[src/hdl/sfd_pkg.sv]
package sfd_pkg;

  // Ring store geometry
  localparam int DEPTH    = 131072;
  localparam int ADDR_W   = $clog2(DEPTH);
  localparam int FRAC_W   = 8;
  localparam int POS_W    = ADDR_W + FRAC_W;
  localparam int SPAN     = DEPTH * 256;

  // Sample and coefficient widths
  localparam int SAMPLE_W = 24;
  localparam int FILT_W   = SAMPLE_W + 8;
  localparam int DELAY_W  = 25;
  localparam int GAIN_W   = 16;
  localparam int COEF_W   = 17;
  localparam int FB_SHIFT = 24;

  // Clamp limits
  localparam int DELAY_MIN = 256;
  localparam int DELAY_MAX = (DEPTH - 2) * 256;
  localparam int GAIN_MAX  = 64225;
  localparam int UNITY     = 65536;

  // Configuration port
  localparam int APB_AW = 5;
  localparam int APB_DW = 32;
  localparam int IDX_W  = 3;

  localparam logic [IDX_W-1:0] REG_ENABLE = 3'd0;
  localparam logic [IDX_W-1:0] REG_DELAY  = 3'd1;
  localparam logic [IDX_W-1:0] REG_GAIN   = 3'd2;
  localparam logic [IDX_W-1:0] REG_TONE   = 3'd3;
  localparam logic [IDX_W-1:0] REG_CROSS  = 3'd4;
  localparam logic [IDX_W-1:0] REG_MIX    = 3'd5;

  localparam logic [DELAY_W-1:0] RST_DELAY = 25'd6144000;
  localparam logic [GAIN_W-1:0]  RST_GAIN  = 16'd0;
  localparam logic [COEF_W-1:0]  RST_TONE  = 17'd65536;
  localparam logic [COEF_W-1:0]  RST_MIX   = 17'd19661;

  typedef struct packed {
    logic                enable;
    logic [DELAY_W-1:0]  delay_samples;
    logic [GAIN_W-1:0]   feedback_gain;
    logic [COEF_W-1:0]   tone_coeff;
    logic                cross_feed;
    logic [COEF_W-1:0]   mix_level;
  } cfg_t;

  typedef enum logic [3:0] {
    ST_IDLE,
    ST_RD0,
    ST_RD1,
    ST_INTERP,
    ST_SUM,
    ST_FILT,
    ST_FUPD,
    ST_FBK,
    ST_WRITE,
    ST_PASS
  } state_t;

  typedef struct packed {
    logic capture;
    logic dry_mul;
    logic rd_hi;
    logic take_s0;
    logic interp;
    logic sum;
    logic filt_mul;
    logic filt_upd;
    logic fb_mul;
    logic commit;
    logic pass;
  } cmd_t;

  typedef struct packed {
    logic enable;
    logic out_free;
  } stat_t;

  function automatic logic signed [SAMPLE_W-1:0] sat_sample(input logic signed [63:0] v);
    logic signed [63:0] smax;
    logic signed [63:0] smin;
    smax = (64'sd1 <<< (SAMPLE_W - 1)) - 64'sd1;
    smin = -smax - 64'sd1;
    if (v > smax) begin
      return SAMPLE_W'(smax);
    end else if (v < smin) begin
      return SAMPLE_W'(smin);
    end
    return SAMPLE_W'(v);
  endfunction

endpackage

[src/hdl/sfd_ctrl.sv]
module sfd_ctrl (
  input  logic           clk,
  input  logic           rst,
  input  logic           in_valid,
  output logic           in_ready,
  input  sfd_pkg::stat_t stat,
  output sfd_pkg::cmd_t  cmd
);

  sfd_pkg::state_t state;
  sfd_pkg::state_t state_next;

  always_ff @(posedge clk) begin
    if (rst) begin
      state <= sfd_pkg::ST_IDLE;
    end else begin
      state <= state_next;
    end
  end

  always_comb begin
    state_next = state;
    cmd        = '0;
    in_ready   = 1'b0;
    case (state)
      sfd_pkg::ST_IDLE: begin
        in_ready = !rst;
        if (in_valid && !rst) begin
          cmd.capture = 1'b1;
          state_next  = stat.enable ? sfd_pkg::ST_RD0 : sfd_pkg::ST_PASS;
        end
      end
      sfd_pkg::ST_RD0: begin
        cmd.dry_mul = 1'b1;
        state_next  = sfd_pkg::ST_RD1;
      end
      sfd_pkg::ST_RD1: begin
        cmd.rd_hi   = 1'b1;
        cmd.take_s0 = 1'b1;
        state_next  = sfd_pkg::ST_INTERP;
      end
      sfd_pkg::ST_INTERP: begin
        cmd.interp = 1'b1;
        state_next = sfd_pkg::ST_SUM;
      end
      sfd_pkg::ST_SUM: begin
        cmd.sum    = 1'b1;
        state_next = sfd_pkg::ST_FILT;
      end
      sfd_pkg::ST_FILT: begin
        cmd.filt_mul = 1'b1;
        state_next   = sfd_pkg::ST_FUPD;
      end
      sfd_pkg::ST_FUPD: begin
        cmd.filt_upd = 1'b1;
        state_next   = sfd_pkg::ST_FBK;
      end
      sfd_pkg::ST_FBK: begin
        cmd.fb_mul = 1'b1;
        state_next = sfd_pkg::ST_WRITE;
      end
      sfd_pkg::ST_WRITE: begin
        // hold until the output register can take the word
        if (stat.out_free) begin
          cmd.commit = 1'b1;
          state_next = sfd_pkg::ST_IDLE;
        end
      end
      sfd_pkg::ST_PASS: begin
        if (stat.out_free) begin
          cmd.pass   = 1'b1;
          state_next = sfd_pkg::ST_IDLE;
        end
      end
      default: state_next = sfd_pkg::ST_IDLE;
    endcase
  end

endmodule

[config.mk]
export PLATFORM = sky130hd
export DESIGN_NAME = sfd_ctrl
export DESIGN_NICKNAME = d
export VERILOG_FILES = /design/src/hdl/sfd_pkg.sv /design/src/hdl/sfd_ctrl.sv
export SDC_FILE = /design/constraint.sdc
export NUM_CORES = 1
export LEC_CHECK = 0
export ABC_AREA = 1
export BUFFER_PORTS_ARGS = -buffer_cell sky130_fd_sc_hd__buf_4
export CAP_MARGIN = 20
export CORE_AREA = 2 2 39 41
export DETAILED_ROUTE_END_ITERATION = 12
export DIE_AREA = 0 0 41 43
export HOLD_SLACK_MARGIN = 0.12
export PLACE_DENSITY = 0.56
export SLEW_MARGIN = 25
export SYNTH_ARGS = -nofsm -noshare
export SYNTH_HDL_FRONTEND = slang
export SYNTH_SLANG_ARGS = --single-unit
[constraint.sdc]
create_clock -name clk -period 1.9 [get_ports clk]
set_clock_uncertainty 0.2 [all_clocks]
set_input_delay 0.475 -clock clk [delete_from_list [all_inputs] [get_ports clk]]
set_output_delay 0.475 -clock clk [all_outputs]
set_load 0.03 [all_outputs]
---- Word-level counts from Yosys, hierarchy flattened ----
Index checks and enable logic that the tools add are counted.
cells by class
  multiplexer cells ....................... 17
  eq/ne operators ......................... 11
  reductions and logical operators ........ 5
operators with widths
  kind                                           number
  one-hot mux 4 bit (9 select lines)             1
  == test 4 x 3 -> 1 bit, second input constant  4
  two-way mux 1 bit                              12
  two-way mux 4 bit                              3
  == test 4 x 2 -> 1 bit, second input constant  2
  == test 4 bit, second input constant           2
  == test 4 x 1 -> 1 bit, second input constant  1
  zero test 4 bit                                1
  two-way mux 2 bit                              1
  != test 2 x 1 -> 1 bit, second input constant  1
  != test 2 bit, second input constant           1
  AND reduction 2 bit                            1
  OR reduction 2 bit                             1
  logical AND 1 bit                              1
  zero test 1 bit                                1
storage, ports and cells
  bits in registers ....................... 4
  logic and storage cells ................. 34
  bits of input ports ..................... 5
  output and inout bits ................... 12

---- Depth between registers and ports, before layout ----
Gate-level depths: netlist of the first run.
  depth after elaboration ................. 4
  depth in mapped cells ................... 6
  gate-level depth less buffers ........... 6

---- Least setup slack after synthesis of the first run ----
OpenSTA, ideal clock, no wires.
  kind .................................... register -> output
  from .................................... register state[3]
  to ...................................... output port cmd[8] (netlist bit)
  slack ................................... -351 ps
  path buffers ............................ 1
  required time ........................... 1,225 ps
  arrival ................................. 1,576 ps
  cell stages (with the launch flop) ...... 5
  cell sequence ........................... dfxtp_1 -> nor2_2 -> inv_2 -> nor3_1 -> buf_4
RTL lines
  element                   line            RTL
  start: declaration        sfd_ctrl.sv:10  sfd_pkg::state_t state;
  start signal: assignment  sfd_ctrl.sv:15  state <= sfd_pkg::ST_IDLE;
  start signal: assignment  sfd_ctrl.sv:17  state <= state_next;
  end: declaration          sfd_ctrl.sv:7   output sfd_pkg::cmd_t cmd

==> results of run 1 <==
==> per-layer routing <==
layer,vias up,global-route usage,routed length [um]
met2,26,0.119,262
met4,0,0.100,14
met5,-,0,0
li1,200,-,-
met1,145,0.112,338
met3,2,0.0314,110
==> power by group through the flow <==
stage	Combinational, uW	Sequential, uW	Clock (uW)
after floorplan	372	159	0
after global placement	483	168	0
after detailed placement	485	168	0
after CTS	486	169	110
after global routing	569	184	117
final	519	179	106
==> worst max-delay path: stages (launching register included) <==
cell and delay, ns:
dfxtp_1 0.36, nor2_4 0.19, inv_2 0.06, nor3_2 0.15, buf_4 0.18
==> cell families (layout without fill, tap and decap cells) <==
kind of cell,count (synthesis),in the layout,share of synthesized area
AND/OR/NAND/NOR,34,34,0.561
AO/OA/AOI/OAI,2,2,0.0323
buffers and inverters,11,31,0.149
flip-flops,4,4,0.258
==> path summary, 6_finish.rpt <==
check	from	to	depth (start not counted)
max	state[1]	cmd[1]	4
min	rst	state[2]	2
max reg2reg	state[1]	state[0]	5
min reg2reg	state[3]	state[1]	1
==> placed cells by master (no fill, tap or decap) <==
master / Yosys / final
nand2_2: 1 / 1
nor3_1: 4 / 1
nand3b_1: 1 / 1
clkbuf_4: 0 / 3
clkinv_2: 1 / 1
buf_4: 1 / 18
dfxtp_2: 0 / 1
dfxtp_1: 4 / 2
nor3_2: 0 / 3
nor2_4: 1 / 2
nand2_1: 10 / 10
nand3_1: 1 / 1
nor4_1: 1 / 1
inv_1: 6 / 5
or2_2: 1 / 1
a21oi_1: 2 / 2
dfxtp_4: 0 / 1
inv_2: 3 / 4
nand3_2: 3 / 3
nor2_1: 10 / 10
==> final cells by class <==
class	instances	area, sq um	area share
clock buffer	3	22.5	0.0446
inverter	10	38.8	0.0767
multi-input combinational	36	204	0.403
sequential	4	85.1	0.168
tap	16	20.0	0.0396
timing repair buffer	18	135	0.267
==> cell usage after synthesis (all sizes together) <==
| cell | count |
|---|---|
| a21oi | 2 |
| buf | 1 |
| clkinv | 1 |
| dfxtp | 4 |
| inv | 9 |
| nand2 | 11 |
| nand3 | 4 |
| nand3b | 1 |
| nor2 | 12 |
| nor3 | 4 |
| nor4 | 1 |
| or2 | 1 |
==> through the flow <==
step / total power, uW / std cells
4_1_cts: 765 / 85
6_report: 805 / 87
3_3_place_gp: 651 / 82
3_5_place_dp: 653 / 82
2_1_floorplan: 532 / 51
5_1_grt: 869 / 87
==> repair_timing <==
| item | 4_1_cts | 5_1_grt |
|---|---|---|
| endpoints found under the setup margin | 2 | 6 |
| pin swaps | 0 | 1 |
| resized for setup | 1 | 4 |
| buffers inserted | 0 | 2 |
==> impl_metrics.tcl, run 1 <==
set metrics [dict create \
    status "complete, no violations" \
    core_sq_um 1380 \
    largest_reg_flops 4 \
    wl_per_cell_um 8.33 \
    p_leak_uw 0.000276 \
    io_pins 17 \
    grt_max_degree 8 \
    dieWidth_um 41 \
    yosysUniqueCellTypes 17 \
    clk_pin_slew_worst_paths_ns 0.03 \
    drive_above_1_share 0.535 \
    relSlewSlack 0.841 \
    clock_sinks 4 \
    syn_area_sq_um 310 \
    ys_seq_elements 4 \
    design_area_sq_um 505 \
    ys_seq_area_frac 0.258 \
    syn_to_final_growth_pct 62.9 \
    place_ws_ns 0.201 \
    drt_iter0_drc 5 \
    via_count 373 \
    dieHeight_um 43 \
    required_ns 1.22 \
    portBuffers 16 \
    finalSetupViolations 0 \
    crit_type "reg -> out" \
    grt_pass1_wl_um 1070 \
    nets 78 \
    gr-usage-all-layers 0.0943 \
    end_kind "output pin" \
    holdWs_ns 0.224 \
    row_count 14 \
    postRouteAntennaNets 0 \
    netlist_top_cells_area "dfxtp_1, nand2_1, nor2_1, nand3_2, inv_1" \
    ff2ff_setup_slack_ns 0.62 \
    fin_setup_tns_ns 0 \
    cts_hold_buffers 0 \
    cts_buffer_depth 2 \
    dp_hpwl_um 591 \
    synth_nets 56 \
    htree_levels 1 \
    cp_max_fo 5 \
    cp.arrival_ns 1.16 \
    top_regs "state (4)" \
    startpoint_type "register" \
    swShare 0.503 \
    ys.warnings.count 0 \
    antenna_found_initial 0 \
    antenna_cells 0 \
    synth.avg_cell_area_sq_um 6.08 \
    drv_cap 0 \
    grt_pass1_vias 273 \
    final_util 0.365 \
    nFillCells 159 \
    slew_viol_final 0 \
    p_comb_frac 0.645 \
    drc 0 \
    regMostFlops "state" \
    synth_top_area_cell "dfxtp_1" \
    dieArea_sq_um 1760 \
    intPower_uw 400 \
    fmax_mhz 545 \
    cts_tree "built" \
    finalCriticalPeriod_ns 1.84 \
    switchingPower_uw 405 \
    clk_latency_ns 0.24 \
    placed_area_sq_um 458 \
    worst_pin_slew_ns 0.238 \
    first_pass_iters 4 \
    rsz0062_at_grt "false" \
    place.gp.congestion 0.750 \
    p_seq_frac 0.223 \
    setup_slack_ns 0.0643 \
    clock_power_share 0.132 \
    finalCritPeriodShare 0.966 \
    vdd_ir_drop_max_mv 0.807 \
    hold_class "in -> reg" \
    cts-root-buf "clkbuf_4" \
    cts_inserted_buffers 3 \
    hold_viol_final 0 \
    grt_overflow_total 0 \
    synth_cells 51 \
    viasPerCell 4.29 \
    start_util 0.224 \
    routed_wirelength_um 725 \
    p_per_area_nw_per_um2 1590 \
    synth_top_area_frac 0.258 \
]
No activity file was read; power rests on OpenSTA's default activity.
==> run 2, diff against run 1 <==
SETUP_SLACK_MARGIN = 0.5   (was default)
==> run 2 against run 1 <==
Against the previous run: final area increased by 40%; clock power about the same; worst hold slack improved by 0.010 ns; critical endpoint is now cmd[10]; largest cell class unchanged; largest power group unchanged; highest routed layer unchanged.
==> impl_metrics.tcl, run 2 (synthesis gave the netlist of run 1 again) <==
set metrics [dict create \
    worst_pin_slew_ns 0.193 \
    cts_hold_buffers 0 \
    hold_class "in -> reg" \
    wl_met1_um 335 \
    cp_max_fo 4 \
    layout_commonest_cell "buf_4" \
    place.gp.congestion 0.720 \
    drive_above_1_share 0.766 \
    end_kind "output pin" \
    vdd_ir_drop_max_mv 0.647 \
    first_pass_iters 2 \
    fin_setup_tns_ns 0 \
    cts_buffer_depth 2 \
    postRouteAntennaNets 0 \
    viasPerCell 4.34 \
    portBuffers 16 \
    fmax_mhz 551 \
    r2r_cells 6 \
    relSlewSlack 0.870 \
    nFillCells 147 \
    cp.arrival_ns 1.14 \
    setup_slack_ns 0.0863 \
    via_count 404 \
    hp-start "rst" \
    top_regs "state (4)" \
    dieWidth_um 41 \
    largest_reg_flops 4 \
    clk_latency_ns 0.23 \
    grt_max_degree 7 \
    routed_wirelength_um 852 \
    endpoint "cmd[10]" \
    r2r_end "state[0]" \
    final_cell_mix "buf_4, buf_6, nor2_4" \
    hold_viol_final 0 \
    place_ws_ns 0.178 \
    start_util 0.224 \
    p_per_area_nw_per_um2 1560 \
    drv_cap 0 \
    ff2ff_setup_slack_ns 0.51 \
    clk_pin_slew_worst_paths_ns 0.03 \
    io_pins 17 \
    cp-startpoint "state[1]" \
    cts_tree "built" \
    p_leak_uw 0.000347 \
    finalCritPeriodShare 0.955 \
    slew_viol_final 0 \
    dp_hpwl_um 648 \
    crit_type "reg -> out" \
    dieHeight_um 43 \
    drt_iter0_drc 3 \
    required_ns 1.22 \
    startpoint_type "register" \
    regToRegStartpoint "state[1]" \
    clock_sinks 4 \
    grt_pass1_vias 362 \
    gr-usage-all-layers 0.120 \
    dieArea_sq_um 1760 \
    htree_levels 1 \
    finalSetupViolations 0 \
    status "complete, no violations" \
    grt_pass1_wl_um 1480 \
    regMostFlops "state" \
    drc 0 \
    finalCriticalPeriod_ns 1.81 \
    antenna_found_initial 0 \
    wl_per_cell_um 9.16 \
    syn_to_final_growth_pct 129 \
    cts_inserted_buffers 3 \
    met3WireLength_um 75 \
    grt_overflow_total 0 \
    wl_met2_um 424 \
    antenna_cells 0 \
    top_layer_used "met4" \
    cts-root-buf "clkbuf_4" \
    core_sq_um 1380 \
    row_count 14 \
    nets 84 \
    rsz0062_at_grt "true" \
]
==> run 2: cell count changes in the layout (fill, tap and decap cells not counted), moves of 2 or more <==
cell	delta
dfxtp_1	-2
nand2_4	+2
nand2_1	-4
buf_6	+9
nor3_2	-3
buf_4	-3
nor3_4	+4
nor2_4	+5
nor2_1	-5
inv_1	-3
dfxtp_4	+3
==> run 2: final cells by class <==
class,instances,area (sq um),area share
multi-input cells,36,305,0.430
repair buffers,24,214,0.302
flip-flops and latches,4,95.1,0.134
inverters,10,52.6,0.0741
clock buffers,3,22.5,0.0317
well taps,16,20.0,0.0282
==> run 2: power breakdown <==
part	switching (uW)	total, uW	internal (uW)	leakage, uW
clock	32.2	103	70.5	0.0000138
sequential	87.7	221	133	0.0000356
combinational	443	781	338	0.000297
==> run 2: critical path, cell delays in order (launching register included) <==
cell     delay, ns
dfxtp_4       0.37
nor2_4        0.16
nand2_2       0.11
nor2_4        0.11
buf_4         0.16
==> run 2: layer usage <==
| metal | vias up | global-route usage |
|---|---|---|
| met1 | 170 | 0.138 |
| met2 | 17 | 0.203 |
| met4 | 0 | 0.0600 |
| li1 | 215 | - |
| met3 | 2 | 0.0157 |
| met5 | - | 0 |
==> run 2: worst min path at each step <==
stage,endpoint,slack [ns],depth (start not counted)
floorplan,state[1],0.26,1
global placement,state[1],0.29,1
detailed placement,state[1],0.29,1
CTS,state[2],0.23,2
global route,state[2],0.24,2
finish,state[2],0.23,2
==> run 2: stage by stage <==
stage	hold WS [ns]	cells	cell area, sq um	power (uW)	util
CTS	0.232	91	683	1070	0.494
floorplan	0.257	51	400	645	-
global placement	0.295	82	529	768	0.382
detailed placement	0.285	82	529	768	0.382
finish	0.234	93	709	1100	0.513
global route	0.238	93	709	1190	0.513
==> run 2: timing repair <==
item | 4_1_cts | 5_1_grt
endpoints found under the setup margin | 12 | 12
pin swaps | 4 | 2
buffers inserted | 6 | 2
endpoints found under the hold margin | 0 | 0
gates resized for setup | 26 | 2
==> run 3, diff against run 2 <==
CTS_BUF_LIST = sky130_fd_sc_hd__clkbuf_8   (was default)
==> run 3 against run 2 <==
Against the previous run: combinational power hardly changed; final area up 2.6%; count of clock-buffer cells in the layout did not move; fmax grew 0.93%; worst hold slack better by 0.013 ns; critical path depth did not move; setup slack gained 0.017 ns; critical path type unchanged.
==> impl_metrics.tcl, run 3 (synthesis gave the netlist of run 1 again) <==
set metrics [dict create \
    cp.arrival_ns 1.12 \
    core_sq_um 1380 \
    vdd_ir_drop_max_mv 0.658 \
    drive_above_1_share 0.766 \
    cts_buffer_depth 2 \
    worst_pin_slew_ns 0.195 \
    finalCritPeriodShare 0.946 \
    rsz0062_at_grt "true" \
    finalSetupViolations 0 \
    drc 0 \
    fin_setup_tns_ns 0 \
    finalPower_uw 1180 \
    p_leak_uw 0.000354 \
    top_regs "state (4)" \
    cts-root-buf "clkbuf_8" \
    gr-usage-all-layers 0.132 \
    postRouteAntennaNets 0 \
    syn_to_final_growth_pct 135 \
    drv_cap 0 \
    wl_per_cell_um 9.49 \
    regToRegStartpoint "state[1]" \
    dieArea_sq_um 1760 \
    relSlewSlack 0.869 \
    htree_levels 1 \
    multi_input_area_sq_um 305 \
    routed_wirelength_um 883 \
    dieHeight_um 43 \
    via_count 402 \
    drt_iter0_drc 3 \
    slew_viol_final 0 \
    hold_class "in -> reg" \
    startpoint_type "register" \
    grt_pass1_vias 382 \
    seq_area_sq_um 95.1 \
    dp_hpwl_um 648 \
    holdWs_ns 0.247 \
    portBuffers 16 \
    hold_viol_final 0 \
    layout_commonest_cell "buf_4" \
    clock_sinks 4 \
    regMostFlops "state" \
    dp_cells 82 \
    fmax_mhz 556 \
    required_ns 1.22 \
    end_kind "output pin" \
    finalCriticalPeriod_ns 1.80 \
    row_count 14 \
    first_pass_iters 3 \
    nets 84 \
    antenna_found_initial 0 \
    clk_pin_slew_worst_paths_ns 0.03 \
    p_per_area_nw_per_um2 1620 \
    grt_overflow_total 0 \
    cp_max_fo 4 \
    clk_latency_ns 0.22 \
    io_pins 17 \
    cts_tree "built" \
    hp-start "rst" \
    status "complete, no violations" \
    final_cell_mix "buf_4, buf_6, nor2_4" \
    crit_type "reg -> out" \
    place.gp.congestion 0.720 \
    dieWidth_um 41 \
    nFillCells 149 \
    cts_inserted_buffers 3 \
    grt_pass1_wl_um 1560 \
    antenna_cells 0 \
    cp-startpoint "state[1]" \
    instances_no_fill 93 \
    largest_reg_flops 4 \
    start_util 0.224 \
    viasPerCell 4.32 \
    grt_max_degree 7 \
]
## run 3: cell counts in the layout (fill, tap and decap cells not counted)
Identical to the previous run, type by type.
## run 3: worst max-delay path: stages (launching register included)
cell and delay [ns]:
dfxtp_4 0.37, nor2_4 0.15, nand2_2 0.11, nor2_4 0.11
buf_4 0.16
## run 3: worst paths after layout
kind	endpoint	slack [ns]	depth (start not counted)
setup reg to reg	state[0]	0.51	6
setup / recovery	cmd[10]	0.10	4
hold / removal	state[2]	0.25	2
hold reg to reg	state[1]	0.35	2
## run 3: area by class of cell
cell class,count,area share
timing repair buffer,24,0.294
sequential,4,0.131
tap,16,0.0275
inverter,10,0.0722
clock buffer,3,0.0567
multi-input combinational,36,0.419
## run 3: routing by layer
metal | share of wire | GRT usage | up-vias
met5 | 0 | 0 | -
met4 | 0.029 | 0.0800 | 0
met3 | 0.088 | 0.0314 | 2
met2 | 0.49 | 0.216 | 19
met1 | 0.39 | 0.141 | 166
li1 | - | - | 215
## run 3: timing repair
item	4_1_cts	5_1_grt
buffers inserted	6	2
hold buffers	0	0
gates resized for setup	26	2
cloned	0	0
pin swaps	4	2
endpoints found under the setup margin	12	12
## run 3: power by group
part	switching, uW	internal (uW)
logic	443	338
registers	86.7	133
clock network	45.3	135
## run 3: metrics by stage
step / area (sq um) / worst slack, ns / util
after floorplan: 400 / 0.135 / -
after global placement: 529 / 0.195 / 0.382
after detailed placement: 529 / 0.178 / 0.382
after CTS: 702 / 0.109 / 0.507
after global routing: 728 / 0.0551 / 0.526
final: 728 / 0.103 / 0.526
