**src/hdl/sfd_pkg.sv**
```systemverilog
package sfd_pkg;

  // Ring store geometry
  localparam int DEPTH    = 131072;
  localparam int ADDR_W   = $clog2(DEPTH);
  localparam int FRAC_W   = 8;
  localparam int POS_W    = ADDR_W + FRAC_W;
  localparam int SPAN     = DEPTH * 256;

  // Sample and coefficient widths
  localparam int SAMPLE_W = 24;
  localparam int FILT_W   = SAMPLE_W + 8;
  localparam int DELAY_W  = 25;
  localparam int GAIN_W   = 16;
  localparam int COEF_W   = 17;
  localparam int FB_SHIFT = 24;

  // Clamp limits
  localparam int DELAY_MIN = 256;
  localparam int DELAY_MAX = (DEPTH - 2) * 256;
  localparam int GAIN_MAX  = 64225;
  localparam int UNITY     = 65536;

  // Configuration port
  localparam int APB_AW = 5;
  localparam int APB_DW = 32;
  localparam int IDX_W  = 3;

  localparam logic [IDX_W-1:0] REG_ENABLE = 3'd0;
  localparam logic [IDX_W-1:0] REG_DELAY  = 3'd1;
  localparam logic [IDX_W-1:0] REG_GAIN   = 3'd2;
  localparam logic [IDX_W-1:0] REG_TONE   = 3'd3;
  localparam logic [IDX_W-1:0] REG_CROSS  = 3'd4;
  localparam logic [IDX_W-1:0] REG_MIX    = 3'd5;

  localparam logic [DELAY_W-1:0] RST_DELAY = 25'd6144000;
  localparam logic [GAIN_W-1:0]  RST_GAIN  = 16'd0;
  localparam logic [COEF_W-1:0]  RST_TONE  = 17'd65536;
  localparam logic [COEF_W-1:0]  RST_MIX   = 17'd19661;

  typedef struct packed {
    logic                enable;
    logic [DELAY_W-1:0]  delay_samples;
    logic [GAIN_W-1:0]   feedback_gain;
    logic [COEF_W-1:0]   tone_coeff;
    logic                cross_feed;
    logic [COEF_W-1:0]   mix_level;
  } cfg_t;

  typedef enum logic [3:0] {
    ST_IDLE,
    ST_RD0,
    ST_RD1,
    ST_INTERP,
    ST_SUM,
    ST_FILT,
    ST_FUPD,
    ST_FBK,
    ST_WRITE,
    ST_PASS
  } state_t;

  typedef struct packed {
    logic capture;
    logic dry_mul;
    logic rd_hi;
    logic take_s0;
    logic interp;
    logic sum;
    logic filt_mul;
    logic filt_upd;
    logic fb_mul;
    logic commit;
    logic pass;
  } cmd_t;

  typedef struct packed {
    logic enable;
    logic out_free;
  } stat_t;

  function automatic logic signed [SAMPLE_W-1:0] sat_sample(input logic signed [63:0] v);
    logic signed [63:0] smax;
    logic signed [63:0] smin;
    smax = (64'sd1 <<< (SAMPLE_W - 1)) - 64'sd1;
    smin = -smax - 64'sd1;
    if (v > smax) begin
      return SAMPLE_W'(smax);
    end else if (v < smin) begin
      return SAMPLE_W'(smin);
    end
    return SAMPLE_W'(v);
  endfunction

endpackage

```
**src/hdl/sfd_regs.sv**
```systemverilog
module sfd_regs (
  input  logic                          clk,
  input  logic                          rst,
  input  logic                          psel,
  input  logic                          penable,
  input  logic                          pwrite,
  input  logic [sfd_pkg::APB_AW-1:0]    paddr,
  input  logic [sfd_pkg::APB_DW-1:0]    pwdata,
  output logic [sfd_pkg::APB_DW-1:0]    prdata,
  output sfd_pkg::cfg_t                 cfg
);

  logic [sfd_pkg::IDX_W-1:0] idx;
  logic                      wr;

  assign idx = paddr[sfd_pkg::APB_AW-1:2];
  assign wr  = psel && penable && pwrite;

  always_ff @(posedge clk) begin
    if (rst) begin
      cfg.enable        <= 1'b1;
      cfg.delay_samples <= sfd_pkg::RST_DELAY;
      cfg.feedback_gain <= sfd_pkg::RST_GAIN;
      cfg.tone_coeff    <= sfd_pkg::RST_TONE;
      cfg.cross_feed    <= 1'b0;
      cfg.mix_level     <= sfd_pkg::RST_MIX;
    end else if (wr) begin
      case (idx)
        sfd_pkg::REG_ENABLE: cfg.enable        <= pwdata[0];
        sfd_pkg::REG_DELAY:  cfg.delay_samples <= pwdata[sfd_pkg::DELAY_W-1:0];
        sfd_pkg::REG_GAIN:   cfg.feedback_gain <= pwdata[sfd_pkg::GAIN_W-1:0];
        sfd_pkg::REG_TONE:   cfg.tone_coeff    <= pwdata[sfd_pkg::COEF_W-1:0];
        sfd_pkg::REG_CROSS:  cfg.cross_feed    <= pwdata[0];
        sfd_pkg::REG_MIX:    cfg.mix_level     <= pwdata[sfd_pkg::COEF_W-1:0];
        default: ;
      endcase
    end
  end

  always_comb begin
    case (idx)
      sfd_pkg::REG_ENABLE: prdata = sfd_pkg::APB_DW'(cfg.enable);
      sfd_pkg::REG_DELAY:  prdata = sfd_pkg::APB_DW'(cfg.delay_samples);
      sfd_pkg::REG_GAIN:   prdata = sfd_pkg::APB_DW'(cfg.feedback_gain);
      sfd_pkg::REG_TONE:   prdata = sfd_pkg::APB_DW'(cfg.tone_coeff);
      sfd_pkg::REG_CROSS:  prdata = sfd_pkg::APB_DW'(cfg.cross_feed);
      sfd_pkg::REG_MIX:    prdata = sfd_pkg::APB_DW'(cfg.mix_level);
      default:             prdata = '0;
    endcase
  end

endmodule

```
**config.mk**
```make
export PLATFORM = sky130hd
export DESIGN_NAME = sfd_regs
export DESIGN_NICKNAME = d
export VERILOG_FILES = /design/src/hdl/sfd_pkg.sv /design/src/hdl/sfd_regs.sv
export SDC_FILE = /design/constraint.sdc
export NUM_CORES = 1
export LEC_CHECK = 0
export ABC_AREA = 1
export ABC_CLOCK_PERIOD_IN_PS = 3000
export BUFFER_PORTS_ARGS = -buffer_cell sky130_fd_sc_hd__buf_2
export CAP_MARGIN = 15
export CORE_ASPECT_RATIO = 0.9
export CORE_UTILIZATION = 25
export DETAILED_ROUTE_END_ITERATION = 8
export GPL_ROUTABILITY_DRIVEN = 0
export GPL_TIMING_DRIVEN = 0
export PLACE_DENSITY = 0.56
export SLEW_MARGIN = 15
export SYNTH_ARGS = -nofsm -noshare
export SYNTH_HDL_FRONTEND = slang
export SYNTH_SLANG_ARGS = --single-unit
```
**constraint.sdc**
```tcl
create_clock -name clk -period 3 [get_ports clk]
set_clock_uncertainty 0.1 [all_clocks]
set_input_delay 0.45 -clock clk [delete_from_list [all_inputs] [get_ports clk]]
set_output_delay 0.45 -clock clk [all_outputs]
set_load 0.02 [all_outputs]
```
Yosys cells after proc, flatten, opt, wreduce, memory -nomap -nowiden --
Cells that the tools add are included.
Word-level totals: flip-flop bits (word level) 77, latch bits 0, RAM bits 0, bits in read-only memories 0, input bits 42, logic and storage cells 21, memories kept 0
Operators by class: $add $sub $neg 0, $mul 0, divide/modulo/power cells 0, $lt $le $gt $ge 0, equal/unequal tests 5, shift operators 0, muxes and demuxes 1, bitwise gates (word level) 0, reductions and logical operators 9
Operator list (number):
- $pmux W25 S6 | 1
- $reduce_and A2 Y1 | 6
- $eq A3 B2 Y1 const B | 2
- $eq A3 B3 Y1 const B | 2
- $eq A3 B1 Y1 const B | 1
- $logic_not A3 Y1 | 1
- $logic_and A1 B1 Y1 | 2

Logic depth before layout (Yosys ltp) --
Gate-level depths: netlist of the first run.
depth in word-level cells 3, gate-level depth with buffers 8, depth with buffers taken out 7

Worst setup path before layout of the first run --
Ideal clock, no wire load.
path type input to output, start in paddr[4] (netlist bit), end out prdata[11] (netlist bit), data arrival time 1366 ps, data required time 2450 ps, path slack 1084 ps, stages on the path 7, cells stage by stage buf_4 -> inv_4 -> nand2_1 -> nor2_2 -> buf_2 -> a21oi_1 -> nand2_1
Between the ends: longest elaborated chain between the ends 2
Ends and longest elaborated chain:
- start, declared | RTL line sfd_regs.sv:7 | input logic [sfd_pkg::APB_AW-1:0] paddr,
- $eq A3 B3 Y1 (tied with other cells) | RTL line sfd_regs.sv:41 | case (idx)
- $pmux W25 S6 * | RTL line sfd_regs.sv:41
- end, declared | RTL line sfd_regs.sv:9 | output logic [sfd_pkg::APB_DW-1:0] prdata,
Mark *: on every way between the ends. The rest lies on a longest branch, timed or not.

Worst setup path after layout of the first run --
start in paddr[4] (netlist bit), end out prdata[3] (netlist bit)
Same word-level chain as after synthesis.

==> results of run 1 <==
-- kinds of logic (layout without fill, tap and decap cells) --
| logic type | Yosys count | in the layout | synth area share [%] |
|---|---|---|---|
| compound gates | 39 | 39 | 5.03 |
| buf+inv | 105 | 254 | 13.8 |
| flops | 77 | 77 | 39.7 |
| other cells | 1 | 7 | 0.0966 |
| simple gates | 372 | 372 | 41.4 |
-- metal layers --
layer | part of all wire (%) | wire length (um) | GRT usage [%]
met4 | 0.46 | 66 | 3.62
met3 | 6.6 | 941 | 4.28
met1 | 48 | 6910 | 25.1
met5 | 0 | 0 | 0
met2 | 44 | 6350 | 28.8
-- metrics by stage --
stage	area [um2]	total power, uW	worst slack, ns	hold slack, ns
6_report	5140	2530	0.666	0.221
5_1_grt	5140	2620	0.570	0.217
4_1_cts	5140	2540	0.674	0.214
3_5_place_dp	4820	1340	0.678	0.366
3_3_place_gp	4820	1340	0.686	0.362
2_1_floorplan	3910	1240	1.08	0.457
-- how the worst max path moves through the flow --
stage | start | end | slack, ns | depth (start not counted)
2_1_floorplan | paddr[4] | prdata[11] | 1.08 | 7
3_3_place_gp | paddr[4] | prdata[3] | 0.69 | 8
3_5_place_dp | paddr[4] | prdata[3] | 0.68 | 8
4_1_cts | paddr[4] | prdata[3] | 0.67 | 8
5_1_grt | paddr[4] | prdata[3] | 0.57 | 8
6_report | paddr[4] | prdata[3] | 0.67 | 8
-- area by class of cell --
| type | instances | area [um2] | area share [%] |
|---|---|---|---|
| multi-input cells | 418 | 1830 | 35.6 |
| flip-flops and latches | 77 | 1540 | 30.0 |
| repair buffers | 133 | 666 | 12.9 |
| plain buffers | 39 | 282 | 5.47 |
| clock buffers | 12 | 256 | 4.99 |
| inverters | 66 | 253 | 4.91 |
| well taps | 198 | 248 | 4.82 |
| clock inverters | 4 | 70.1 | 1.36 |
-- critical path: cells and delay by family --
family          cells  cell delay, ns
buf+inv             4            0.79
simple gates        3            0.40
compound gates      1            0.15
-- synthesized netlist by cell type (all sizes together) --
cell type	count	area share (%)
nand4	5	0.81
inv	66	6.5
buf	34	6.8
nand3	60	9.2
nand2	142	14
clkbuf	5	0.48
nor2	165	18
o21ai	10	1.3
dfxtp	77	40
a21oi	29	3.7
conb	1	0.097
-- power groups by stage --
stage | Combinational [uW] | Sequential (uW) | Clock (uW)
final | 272 | 1050 | 1210
after floorplan | 154 | 1080 | 0
after detailed placement | 274 | 1070 | 0
after global placement | 273 | 1070 | 0
after global routing | 298 | 1050 | 1280
after CTS | 274 | 1050 | 1220
-- layout by cell type (no fill, tap or decap), types with 2 or more instances in the layout --
cell and instances:
sky130_fd_sc_hd__a21oi_1 29, sky130_fd_sc_hd__buf_1 4, sky130_fd_sc_hd__buf_2 139, sky130_fd_sc_hd__buf_4 14, sky130_fd_sc_hd__buf_6 10, sky130_fd_sc_hd__bufinv_16 2, sky130_fd_sc_hd__clkbuf_1 6, sky130_fd_sc_hd__clkbuf_16 9
sky130_fd_sc_hd__clkbuf_8 2, sky130_fd_sc_hd__clkinv_2 2, sky130_fd_sc_hd__conb_1 7, sky130_fd_sc_hd__dfxtp_1 77, sky130_fd_sc_hd__inv_1 63, sky130_fd_sc_hd__inv_4 2, sky130_fd_sc_hd__nand2_1 141, sky130_fd_sc_hd__nand3_1 55
sky130_fd_sc_hd__nand3_4 4, sky130_fd_sc_hd__nand4_1 5, sky130_fd_sc_hd__nor2_1 159, sky130_fd_sc_hd__nor2_4 2, sky130_fd_sc_hd__nor2_8 3, sky130_fd_sc_hd__o21ai_0 10
==> results.ini, run 1 <==
[critical_path]
timing.rr.end=cfg[22]$_SDFFE_PP0P_
criticalPathCategory=in2out
worstSetupEndpointType=output port
crit_arrival_ns=1.78
cp_startpoint_kind=input port
path_max_fanout=10
cp.required_ns=2.45
r2r.worst_path.cells=2
cp_cell_sequence=buf_4, inv_4, nand2_1, nor2_2, buf_2, a21oi_1, nand2_1, buf_2
crit_path_top_delay_cell=sky130_fd_sc_hd__buf_2
crit-reg2reg-launch=cfg[22]$_SDFFE_PP0P_
critical_path.max_stage_delay_ns=0.34
reg_to_reg_setup_timing_slack_ns=2.28

[power_and_ir_drop]
power_leakage_uw=0.00267
total_switching_power_uw=634
swShare_pct=25.1
fraction_of_power_consumed_by_combinational_cells_pct=10.8
clkPwrFrac_pct=47.8
vdd.ir_drop.worst_mv=0.293
share_seq_of_total_power_pct=41.4
power-per-cell-area_nw_per_um2=491
intPower_uw=1890

[final_layout]
finalCoreUtilization_pct=34.5
reg.largest.list=cfg (77)
final-instance-count-excl-fill=947
final.fill_count=1695
design.final.nets=786
max_reg_flops=77
syn2layout_area_growth_pct=32.5
drive_gt1_share_pct=25.8
number_of_antenna_diodes=0
registers.top_by_ff_count=cfg

[clock_network]
postCtsResizedCells=0
post_cts_hold_buffer_count=0
cts_inserted_buffers=9
clk_pin_slew_ns=0.06
maximum_count_of_clock_buffers_along_a_single_path=2
htree_levels=3
cts_root_buffer=sky130_fd_sc_hd__clkbuf_16
clkLatencyLatePin_ns=0.34
postCtsSetupBuffers=0
cts_sinks=77
cts_tree=yes

[timing]
slew_headroom_pct=58.6
layout_min_cycle_time_ns=2.33
finish_stage_setup_viols=0
rsz0062_at_grt=false
slew_violations=0
period_share_pct=77.8
timing_hold_violations_final=0
finalSetupTns_ns=0
worst_pin_slew_ns=0.622
achievable-frequency_mhz=428

[yosys]
avgSynthCellArea_um2=6.54
cells_after_synth=594
synth_warnings=0
ys_seq_area_share_pct=39.7
synth.distinct_cells=22
synth.cell_area_um2=3880
synth-seq-cells=77

[floorplan]
fp.dieW_um=133
floorplan.initialDensity_pct=26.0
die-area_um2=16000
rows=42
fp.coreArea_um2=14900
num_io_pins=151
die_h_um=120

[run_status]
run_status=complete, no violations

[run]
max-cap-violations=0

[detailed_routing]
detail_route.first_pass.iterations=4
drtIter0Drc=274
remaining_drc_errors=0
antenna_left=0
num_vias=4052
drt-wirelength-per-cell_um=15.1
drt-vias-per-instance=4.28
post_route_wl_um=14300

[min_path]
hold_start=pwdata[19]
min_delay_path_depth=3
hold_path_class=in2reg
hold-path-endpoint=cfg[70]$_SDFFE_PP1P_

[global_route]
grt_max_degree=13
globalRouteTotalUtil_pct=18.2
number_of_antenna_violations_at_the_first_check_in_global_routing=0
grt_first_pass_wirelength_um=21700
grt.overflow.total=0
first_global_vias=3659

[placement]
number_of_buffer_cells_added_on_primary_ports=133
dp.final_hpwl_um=10400
numPlacedInstances=931

No activity file was read; power rests on OpenSTA's default activity.
==> run 2, diff against run 1 <==
--- a/config.mk
+++ b/config.mk
@@ -5,8 +5,8 @@
 export SDC_FILE = /design/constraint.sdc
 export NUM_CORES = 1
 export LEC_CHECK = 0
-export ABC_AREA = 1
-export ABC_CLOCK_PERIOD_IN_PS = 3000
+export ABC_AREA = 0
+export ABC_CLOCK_PERIOD_IN_PS = 1900
 export BUFFER_PORTS_ARGS = -buffer_cell sky130_fd_sc_hd__buf_2
 export CAP_MARGIN = 15
 export CORE_ASPECT_RATIO = 0.9
@@ -14,7 +14,7 @@
 export DETAILED_ROUTE_END_ITERATION = 8
 export GPL_ROUTABILITY_DRIVEN = 0
 export GPL_TIMING_DRIVEN = 0
-export PLACE_DENSITY = 0.56
+export PLACE_DENSITY = 0.58
 export SLEW_MARGIN = 15
 export SYNTH_ARGS = -nofsm -noshare
 export SYNTH_HDL_FRONTEND = slang
==> constraint.sdc (replaced) <==
create_clock -name clk -period 1.9 [get_ports clk]
set_clock_uncertainty 0.1 [all_clocks]
set_input_delay 0.285 -clock clk [delete_from_list [all_inputs] [get_ports clk]]
set_output_delay 0.285 -clock clk [all_outputs]
set_load 0.02 [all_outputs]
==> results.ini, run 2 <==
[run_status]
run_status=complete, no violations

[detailed_routing]
drt-vias-per-instance=4.64  ; +8.4%
met2RoutedLength_um=6190  ; -2.5%
maxUsedRoutingLayer=met5
drtIter0Drc=107  ; -61%
drt-wirelength-per-cell_um=18.2  ; +21%
met3_length_um=806  ; -14%
remaining_drc_errors=0  ; unchanged
post_route_wl_um=13200  ; -7.5%
num_vias=3368  ; -17%
m1WireLength_um=5950  ; -14%
antenna_left=0  ; unchanged
detail_route.first_pass.iterations=4  ; unchanged

[timing]
rsz0062_at_grt=true
period_share_pct=99.3
holdWs_ns=0.0978  ; -0.123 ns
slew_headroom_pct=53.4  ; -5.2 points
worst_pin_slew_ns=0.699  ; +0.0773 ns
achievable-frequency_mhz=530
timing_hold_violations_final=0  ; unchanged
layout_min_cycle_time_ns=1.89
finish_stage_setup_viols=0  ; unchanged
slew_violations=0  ; unchanged

[power_and_ir_drop]
power-per-cell-area_nw_per_um2=765  ; +56%
vdd.ir_drop.worst_mv=0.434  ; +48%
power_leakage_uw=0.00249  ; -6.9%

[floorplan]
fp.dieW_um=130  ; -2.5%
fp.coreArea_um2=14200  ; -4.8%
num_io_pins=151  ; unchanged
die_h_um=117  ; -2.5%
floorplan.initialDensity_pct=26.0  ; -0.048 points
die-area_um2=15200  ; -4.9%
rows=41  ; -2.4%

[critical_path]
crit-reg2reg-launch=cfg[16]$_SDFFE_PP0P_
reg_to_reg_setup_timing_slack_ns=1.02  ; -1.26 ns
timing.rr.end=cfg[16]$_SDFFE_PP0P_
crit_arrival_ns=1.50  ; -0.28 ns
worstSetupEndpointType=output port
cp-startpoint=paddr[4]
cp_startpoint_kind=input port
criticalPathCategory=in2out
path_max_fanout=6  ; -4
cp.required_ns=1.51  ; -0.94 ns
r2r.worst_path.cells=2  ; unchanged
cp-endpoint=prdata[5]

[global_route]
globalRouteTotalUtil_pct=17.6  ; -0.53 points
grt_max_degree=13  ; unchanged
grt_first_pass_wirelength_um=19500  ; -10%
grt.overflow.total=0  ; unchanged
number_of_antenna_violations_at_the_first_check_in_global_routing=1  ; +1
first_global_vias=3342  ; -8.7%

[final_layout]
number_of_antenna_diodes=0  ; unchanged
final_common_cell=sky130_fd_sc_hd__buf_2
drive_gt1_share_pct=35.6  ; +9.9 points
design.final.nets=570  ; -27%
registers.top_by_ff_count=cfg
final_design_area_no_fill_um2=5140  ; about the same
syn2layout_area_growth_pct=39.3
mostFrequentLayoutCells=sky130_fd_sc_hd__buf_2 (125), sky130_fd_sc_hd__dfxtp_1 (77), sky130_fd_sc_hd__mux2i_1 (72)
final-instance-count-excl-fill=726  ; -23%
reg.largest.list=cfg (77)
max_reg_flops=77  ; unchanged

[yosys]
ys_seq_area_share_pct=41.8  ; +2.1 points
synth_common_cells=sky130_fd_sc_hd__dfxtp_1 (77), sky130_fd_sc_hd__mux2i_1 (72), sky130_fd_sc_hd__nand2b_1 (71), sky130_fd_sc_hd__nor2_1 (32), sky130_fd_sc_hd__clkbuf_1 (15)
synth-edff-count=0  ; unchanged
postSynth.asyncResetShare_pct=0  ; unchanged
synth_warnings=0  ; unchanged
avgSynthCellArea_um2=9.92  ; +52%
synth.cell_area_um2=3690  ; -5.0%
synth-main-ff-cell=sky130_fd_sc_hd__dfxtp_1
synth-seq-cells=77  ; unchanged
synth.area.top_cells=sky130_fd_sc_hd__dfxtp_1 (42%), sky130_fd_sc_hd__mux2i_1 (20%), sky130_fd_sc_hd__nand2b_1 (12%)
most_common_cell_in_the_synthesized_netlist=sky130_fd_sc_hd__dfxtp_1
synth_largest_type_area_fraction_pct=41.8  ; +2.1 points
yosysTopAreaCell=sky130_fd_sc_hd__dfxtp_1
cells_after_synth=372  ; -37%
synth.distinct_cells=35  ; +59%

[clock_network]
cts_tree=yes
cts_sinks=77  ; unchanged
htree_levels=3  ; unchanged
cts_inserted_buffers=9  ; unchanged
post_cts_hold_buffer_count=0  ; unchanged
cts_root_buffer=sky130_fd_sc_hd__clkbuf_16
clk_pin_slew_ns=0.06  ; about the same
clkLatencyLatePin_ns=0.34  ; about the same
maximum_count_of_clock_buffers_along_a_single_path=2  ; unchanged

[placement]
dpl_cell_area_um2=4620  ; -4.1%
numPlacedInstances=704  ; -24%
number_of_buffer_cells_added_on_primary_ports=133  ; unchanged
dp.final_hpwl_um=9430  ; -9.6%

[run]
max-cap-violations=0  ; unchanged

[min_path]
hold_path_class=in2reg

## run 2: cell types whose count changed after synthesis, sizes merged, moves of 9 or more
cell	previous run	this run
clkbuf	5	15
nand2b	0	71
o21ai	10	1
buf	34	21
inv	66	0
a22o	0	14
nand3	60	5
nand2	142	6
nor2	165	32
mux2i	0	72
a21oi	29	5
a221o	0	14
## run 2: through the flow
step                setup slack, ns  utilization, %  setup TNS, ns  total power (uW)
floorplan                     0.245               -              0              1890
global placement             -0.432            32.5          -5.35              2020
detailed placement           -0.438            32.5          -5.46              2030
CTS                         0.00489            35.8              0              3960
global route               -0.00949            36.2        -0.0173              4080
finish                       0.0124            36.2              0              3930
## run 2: kinds of logic after synthesis
group | share of synthesized area [%]
flops | 41.8
other cells | 0.102
buf+inv | 5.49
compound gates | 10.4
mux | 20.4
simple gates | 21.8
## run 2: worst min path at each step
stage | from | to | slack, ns | cells after the start
2_1_floorplan | pwdata[16] | cfg[16]$_SDFFE_PP0P_ | 0.33 | 2
3_3_place_gp | cfg[75]$_SDFFE_PP0P_ | cfg[75]$_SDFFE_PP0P_ | 0.37 | 2
3_5_place_dp | cfg[75]$_SDFFE_PP0P_ | cfg[75]$_SDFFE_PP0P_ | 0.37 | 2
4_1_cts | pwdata[24] | cfg[75]$_SDFFE_PP0P_ | 0.09 | 3
5_1_grt | pwdata[24] | cfg[75]$_SDFFE_PP0P_ | 0.09 | 3
6_report | pwdata[24] | cfg[75]$_SDFFE_PP0P_ | 0.1 | 3
## run 2: critical path, stage by stage
cell	delay (ns)
sky130_fd_sc_hd__buf_12	0.11
sky130_fd_sc_hd__and3b_2	0.29
sky130_fd_sc_hd__clkbuf_16	0.19
sky130_fd_sc_hd__a22o_1	0.23
sky130_fd_sc_hd__a221o_1	0.27
sky130_fd_sc_hd__buf_6	0.13
## run 2: metal layers
layer  vias to the layer above  global-route usage, %
li1                       1605                      -
met1                      1618                   21.9
met2                       124                   29.4
met3                        19                   4.82
met4                         2                   6.12
met5                         -                      0
## run 2: repair_timing
action / 4_1_cts / 5_1_grt
resized for setup: 29 / 13
gates cloned: 1 / 0
pin swaps: 5 / 6
setup buffers: 4 / 3
endpoints found under the setup margin: 21 / 13
## run 2: power by group
group	internal, uW	total, uW	switching, uW	leakage (uW)
combinational	160	391	230	0.00171
sequential	1630	1640	9.90	0.000621
clock	1220	1910	681	0.000156
## run 2: layout make-up
| cell class | count | area [um2] |
|---|---|---|
| fill | 1461 | 9070 |
| multi-input combinational | 265 | 1990 |
| sequential | 77 | 1540 |
| timing repair buffer | 141 | 821 |
| clock buffer | 13 | 260 |
| tap | 193 | 241 |
| buffer | 34 | 218 |
| clock inverter | 3 | 67.6 |
